### src/sv/bpd_pkg.sv
`timescale 1ns / 1ps
// ----------------------------------------------------------------------------
// bpd_pkg: shared types, constants and arithmetic helpers
// Fixed-point formats, command/status bundles between controller and
// datapath, and the Q8.24 rounding multiply.
// ----------------------------------------------------------------------------
package bpd_pkg;

   localparam int MaxOrder = 6;
   localparam int NTerms   = (MaxOrder + 1) * (MaxOrder + 2) / 2;
   localparam int OrdW     = $clog2(MaxOrder + 1);
   localparam int IdxW     = $clog2(NTerms);

   localparam int CoordW   = 32;
   localparam int CoefW    = 48;
   localparam int FracQ    = 24;
   localparam int CoefFrac = 32;
   localparam int AccW     = 56;
   localparam int QProdW   = 2 * CoordW;
   localparam int QSatW    = QProdW - FracQ;

   localparam int OpW      = 2;
   localparam int OrderW   = 3;
   localparam int CsrAddrW = 2;
   localparam int CsrDataW = 32;

   localparam logic [OpW-1:0] OpLoadX = 2'd0;
   localparam logic [OpW-1:0] OpLoadY = 2'd1;
   localparam logic [OpW-1:0] OpMap   = 2'd2;

   localparam logic [CsrAddrW-1:0] CsrAddrOrder = 2'd0;
   localparam logic [OrderW-1:0]   OrderReset   = 3'd1;

   localparam int TermX = 2;
   localparam int TermY = 1;

   localparam logic signed [CoordW-1:0] CoordMax = 32'sh7FFF_FFFF;
   localparam logic signed [CoordW-1:0] CoordMin = 32'sh8000_0000;
   localparam logic signed [CoordW-1:0] OneCoord = 32'sh0100_0000;
   localparam logic signed [CoefW-1:0]  OneCoef  = 48'sh0001_0000_0000;
   localparam logic signed [QProdW-1:0] QRound   = QProdW'(2 ** (FracQ - 1));

   typedef struct packed {
      logic            start;
      logic            load_x;
      logic            load_y;
      logic            pow_en;
      logic [OrdW-1:0] pow_k;
      logic            term_en;
      logic [OrdW-1:0] term_i;
      logic [OrdW-1:0] term_j;
      logic [IdxW-1:0] term_n;
      logic            commit;
   } cmd_type;

   typedef struct packed {
      logic pipe_busy;
      logic out_stall;
   } stat_type;

   // {saturated, round(a*b / 2^24) clamped to 32 bits}
   function automatic logic [CoordW:0] mul_q24(input logic signed [CoordW-1:0] a,
                                               input logic signed [CoordW-1:0] b);
      logic signed [QProdW-1:0] p;
      logic signed [QSatW-1:0]  s;
      logic [CoordW:0]          r;
      p = QProdW'(a) * QProdW'(b) + QRound;
      s = $signed(p[QProdW-1:FracQ]);
      if (s > QSatW'(CoordMax)) begin
         r = {1'b1, CoordMax};
      end else if (s < QSatW'(CoordMin)) begin
         r = {1'b1, CoordMin};
      end else begin
         r = {1'b0, s[CoordW-1:0]};
      end
      return r;
   endfunction

   // value of a coefficient entry that was never loaded (identity map)
   function automatic logic signed [CoefW-1:0] coef_reset(input logic is_y,
                                                         input logic [IdxW-1:0] n);
      logic signed [CoefW-1:0] r;
      r = '0;
      if (!is_y && n == IdxW'(TermX)) begin
         r = OneCoef;
      end
      if (is_y && n == IdxW'(TermY)) begin
         r = OneCoef;
      end
      return r;
   endfunction

endpackage

### src/sv/bpd_ctrl.sv
`timescale 1ns / 1ps
// ----------------------------------------------------------------------------
// bpd_ctrl: sequencer and configuration register
// Accepts beats, walks the power steps and the term sweep, waits for the
// datapath pipeline to drain and commits the result.
// ----------------------------------------------------------------------------
module bpd_ctrl (
   input  logic                            clock,
   input  logic                            reset,
   input  logic                            req_valid,
   output logic                            req_ready,
   input  logic [bpd_pkg::OpW-1:0]         req_op,
   input  logic [4:0]                      req_coef_index,
   input  logic                            csr_psel,
   input  logic                            csr_penable,
   input  logic                            csr_pwrite,
   input  logic [bpd_pkg::CsrAddrW-1:0]    csr_paddr,
   input  logic [bpd_pkg::CsrDataW-1:0]    csr_pwdata,
   output logic [bpd_pkg::CsrDataW-1:0]    csr_prdata,
   output logic                            csr_pready,
   input  bpd_pkg::stat_type               stat,
   output bpd_pkg::cmd_type                cmd
);
   import bpd_pkg::*;

   typedef enum logic [4:0] {
      ST_IDLE   = 5'b00001,
      ST_POWER  = 5'b00010,
      ST_TERM   = 5'b00100,
      ST_DRAIN  = 5'b01000,
      ST_FINISH = 5'b10000
   } state_type;

   state_type         state_ff, state_in;
   logic [OrdW-1:0]   k_ff, k_in;
   logic [OrdW-1:0]   d_ff, d_in;
   logic [OrdW-1:0]   i_ff, i_in;
   logic [IdxW-1:0]   n_ff, n_in;
   logic [OrderW-1:0] order_ff, order_in;
   logic [OrdW-1:0]   eff_order;
   logic              csr_wr;

   assign csr_pready = 1'b1;
   assign csr_prdata = CsrDataW'(order_ff);
   assign csr_wr     = csr_psel && csr_penable && csr_pwrite && (csr_paddr == CsrAddrOrder);
   assign order_in   = csr_wr ? csr_pwdata[OrderW-1:0] : order_ff;
   assign req_ready  = (state_ff == ST_IDLE);

   always_comb begin
      if (order_ff == '0) begin
         eff_order = OrdW'(1);
      end else if (int'(order_ff) > MaxOrder) begin
         eff_order = OrdW'(MaxOrder);
      end else begin
         eff_order = OrdW'(order_ff);
      end
   end

   always_comb begin
      state_in = state_ff;
      k_in     = k_ff;
      d_in     = d_ff;
      i_in     = i_ff;
      n_in     = n_ff;
      cmd      = '0;
      unique case (state_ff)
         ST_IDLE: begin
            if (req_valid) begin
               case (req_op)
                  OpLoadX: cmd.load_x = (int'(req_coef_index) < NTerms);
                  OpLoadY: cmd.load_y = (int'(req_coef_index) < NTerms);
                  OpMap: begin
                     cmd.start = 1'b1;
                     k_in      = OrdW'(1);
                     state_in  = ST_POWER;
                  end
                  default: ;
               endcase
            end
         end
         ST_POWER: begin
            cmd.pow_en = 1'b1;
            cmd.pow_k  = k_ff;
            if (k_ff == eff_order) begin
               d_in     = '0;
               i_in     = '0;
               n_in     = '0;
               state_in = ST_TERM;
            end else begin
               k_in = k_ff + OrdW'(1);
            end
         end
         ST_TERM: begin
            cmd.term_en = 1'b1;
            cmd.term_i  = i_ff;
            cmd.term_j  = d_ff - i_ff;
            cmd.term_n  = n_ff;
            n_in        = n_ff + IdxW'(1);
            if (i_ff == d_ff) begin
               i_in = '0;
               if (d_ff == eff_order) begin
                  state_in = ST_DRAIN;
               end else begin
                  d_in = d_ff + OrdW'(1);
               end
            end else begin
               i_in = i_ff + OrdW'(1);
            end
         end
         ST_DRAIN: begin
            if (!stat.pipe_busy) begin
               state_in = ST_FINISH;
            end
         end
         ST_FINISH: begin
            if (!stat.out_stall) begin
               cmd.commit = 1'b1;
               state_in   = ST_IDLE;
            end
         end
         default: state_in = ST_IDLE;
      endcase
   end

   always_ff @(posedge clock) begin
      if (reset) begin
         state_ff <= ST_IDLE;
         order_ff <= OrderReset;
      end else begin
         state_ff <= state_in;
         order_ff <= order_in;
      end
   end

   always_ff @(posedge clock) begin
      k_ff <= k_in;
      d_ff <= d_in;
      i_ff <= i_in;
      n_ff <= n_in;
   end

endmodule

### config.mk
export PLATFORM = sky130hd
export DESIGN_NAME = bpd_ctrl
export DESIGN_NICKNAME = d
export VERILOG_FILES = /design/src/sv/bpd_pkg.sv /design/src/sv/bpd_ctrl.sv
export SDC_FILE = /design/constraint.sdc
export NUM_CORES = 1
export LEC_CHECK = 0
export BUFFER_PORTS_ARGS = -buffer_cell sky130_fd_sc_hd__clkbuf_2
export CORE_ASPECT_RATIO = 1.1
export CORE_UTILIZATION = 35
export CTS_CLUSTER_DIAMETER = 80
export CTS_CLUSTER_SIZE = 14
export DETAILED_ROUTE_END_ITERATION = 16
export PLACE_DENSITY_LB_ADDON = 0.12
export SLEW_MARGIN = 20
export SYNTH_ARGS = -nofsm -noshare
export SYNTH_HDL_FRONTEND = slang
export SYNTH_SLANG_ARGS = --single-unit
### constraint.sdc
create_clock -name clock -period 2.5 [get_ports clock]
set_clock_uncertainty 0.1 [all_clocks]
set_input_delay 0.25 -clock clock [delete_from_list [all_inputs] [get_ports clock]]
set_output_delay 0.25 -clock clock [all_outputs]
set_load 0.05 [all_outputs]
==> impl_metrics.py <==
metrics = {
    "clock_network": {
        "ctsResizeCount": 0,
        "clkTransAtPathRegs_ps": 90,
        "cts_buffers": 3,
        "post_cts_buffers": 0,
        "htreeDepth": 1,
        "cts_sinks": 22,
        "insertion_delay_ps": 260,
        "cts_hold_buf": 0,
        "clk_root_buffer_cell": "clkbuf_8",
        "clock_path_buffers": 2,
        "cts_tree": "done",
    },
    "synth": {
        "ys_seq_area_frac": 0.344,
        "synthFlopType": "edfxtp_1",
        "synth.largest_area_cell": "edfxtp_1",
        "netlist_instances": 183,
        "syn_area_mm2": 0.00169,
        "yosysTopAreaCellShare": 0.249,
        "synth_edf_count": 14,
        "ys_ff_latch": 22,
        "async_flop_share": 0,
        "yosys_warnings": 0,
        "ys_types": 45,
        "ys_top_cells_by_area": "edfxtp_1, buf_4, dfxtp_1",
        "synth_area_per_cell_um2": 9.21,
    },
    "run": {
        "drv_cap": 0,
    },
    "die": {
        "rows": 26,
        "die_w_um": 68.2,
        "ios": 103,
        "core_area_mm2": 0.00465,
        "die_area_mm2": 0.00510,
        "die-height_um": 74.8,
        "initial_utilization": 0.362,
    },
    "timing": {
        "finalMaxSlewViolations": 0,
        "finalCritPeriodShare": 0.903,
        "setup_viol": 0,
        "setup_tns_ps": 0,
        "hold_viol_final": 0,
        "rsz0062_at_grt": "no",
        "timing.hold.ws_ps": 117,
        "clock.fmax_ghz": 0.443,
        "worst_slew_pin_slew_ps": 736,
        "period_minus_slack_ps": 2260,
        "max_slew_margin": 0.508,
    },
    "critical_path": {
        "critPathLaunchType": "flop",
        "critPathRequiredTime_ps": 2150,
        "r2r_slack_ps": 240,
        "crit_arrival_ps": 1910,
        "cp_max_fo": 6,
        "crit_type": "flop to primary output",
        "cp-end-kind": "primary output",
    },
    "power": {
        "switching_share": 0.304,
        "power_density_mw_per_mm2": 482,
        "p_leak_nw": 0.894,
        "p_clk_frac": 0.367,
        "p_comb_frac": 0.202,
        "p_switching_mw": 0.277,
        "p_int_mw": 0.635,
        "ir_drop_mv": 0.284,
        "seq_power_share": 0.431,
    },
    "route": {
        "routedWlPerCell_um": 10.9,
        "vias": 1246,
        "dr.max_layer_used": "met4",
        "wl_met2_um": 1410,
        "drc": 0,
        "via_per_inst": 4.48,
        "drt.antenna.violating_nets": 0,
        "wl_um": 3020,
        "wl_met1_um": 1440,
        "wl_met3_um": 134,
        "drtIter0Drc": 22,
        "dr.pass1.iters": 4,
    },
    "grt": {
        "grtUsageTotal": 0.132,
        "grt_pass1_wl_um": 5130,
        "grt_max_degree": 15,
        "grt-ovfl-total": 0,
        "grt_pass1_vias": 1163,
        "antenna_found_initial": 0,
    },
    "place": {
        "place_inst": 274,
        "place_hpwl_um": 2320,
        "io_buffers": 41,
        "finalWeightedCongestion": 0.695,
    },
    "cells_and_area": {
        "layoutNonFillerInstCount": 278,
        "nets": 279,
        "n_antenna_cell": 0,
        "area_growth_pct": 12.2,
        "drive_gt1_frac": 0.275,
    },
    "worst_hold_path": {
        "hp-class": "primary input to flop",
    },
    "status": {
        "status": "completed",
    },
}
[critical path: stages (launching register included)]
cell and delay, ps:
dfxtp_1 400, or4b_4 480, or2_4 280, clkinv_4 80, and2_2 130, clkbuf_2 260
[logic make-up (layout without fill, tap and decap cells)]
family,Yosys count,in the layout,share of synthesized area
AND/OR/NAND/NOR,69,69,0.236
XOR/XNOR,11,11,0.0572
other,2,30,0.00446
buffers and inverters,50,61,0.193
flip-flops,22,22,0.344
multiplexers,4,4,0.0267
AO/OA/AOI/OAI,18,18,0.0817
adder cells (fa/ha/maj),7,7,0.0564
[layout make-up]
class / instances / area, um2
multi-input combinational: 139 / 885
fill: 477 / 2760
inverter: 12 / 50.0
timing repair buffer: 45 / 235
sequential: 22 / 581
clock buffer: 3 / 41.3
clock inverter: 1 / 30.0
tap: 56 / 70.1
[power by group through the flow]
stage	Sequential (mW)	Clock (mW)	Combinational (mW)
after global routing	0.394	0.356	0.196
final	0.393	0.335	0.184
after CTS	0.393	0.346	0.184
after global placement	0.402	0	0.184
after floorplan	0.404	0	0.190
after detailed placement	0.402	0	0.184
[registers in the layout (all words and copies together) (netlist names)]
| register | flops |
|---|---|
| k_ff | 3 |
| n_ff | 5 |
| i_ff | 3 |
| d_ff | 3 |
| state_ff | 5 |
| order_ff | 3 |
[final timing paths]
| kind | startpoint | endpoint | depth (start not counted) |
|---|---|---|---|
| worst max register to register | k_ff[2]$_SDFFCE_PN0P_ | n_ff[1]$_SDFFCE_PN0P_ | 4 |
| worst max-delay path | state_ff[1]$_SDFFE_PP0P_ | cmd[15] | 5 |
| worst min-delay path | csr_pwdata[1] | order_ff[1]$_SDFFE_PP0P_ | 3 |
| worst min register to register | order_ff[0]$_SDFFE_PP1P_ | order_ff[0]$_SDFFE_PP1P_ | 1 |
[through the flow]
| step | power (mW) | setup slack (ps) | cell area (um2) | util |
|---|---|---|---|---|
| after CTS | 0.923 | 188 | 1890 | 0.407 |
| after global routing | 0.946 | 109 | 1890 | 0.407 |
| after floorplan | 0.594 | 78.0 | 1790 | - |
| final | 0.912 | 242 | 1890 | 0.407 |
| after detailed placement | 0.586 | 190 | 1820 | 0.391 |
| after global placement | 0.586 | 181 | 1820 | 0.391 |
[cell usage after synthesis (4+ instances only)]
cell type	number
buf_4	33
nor2_1	22
and2_1	10
nand3_1	5
nand2_1	8
nor4_1	4
ha_1	6
xnor2_1	7
dfxtp_1	8
xor2_1	4
o21ai_0	4
inv_1	11
edfxtp_1	14
[placed cells by master, fill, tap and decap left out, drive strengths merged, types with 5 or more instances in the layout]
cell	netlist	layout
nor2	22	22
o21ai	5	5
and2	13	13
dfxtp	8	8
xnor2	7	7
nand3	5	5
inv	11	11
ha	6	6
clkbuf	4	44
edfxtp	14	14
conb	2	30
nand2	8	8
[metal layers]
metal / vias up / GRT usage
met1: 553 / 0.163
met3: 2 / 0.0182
met5: - / 0
met4: 0 / 0.0486
li1: 643 / -
met2: 48 / 0.230
(Power assumes the default switching activity.)
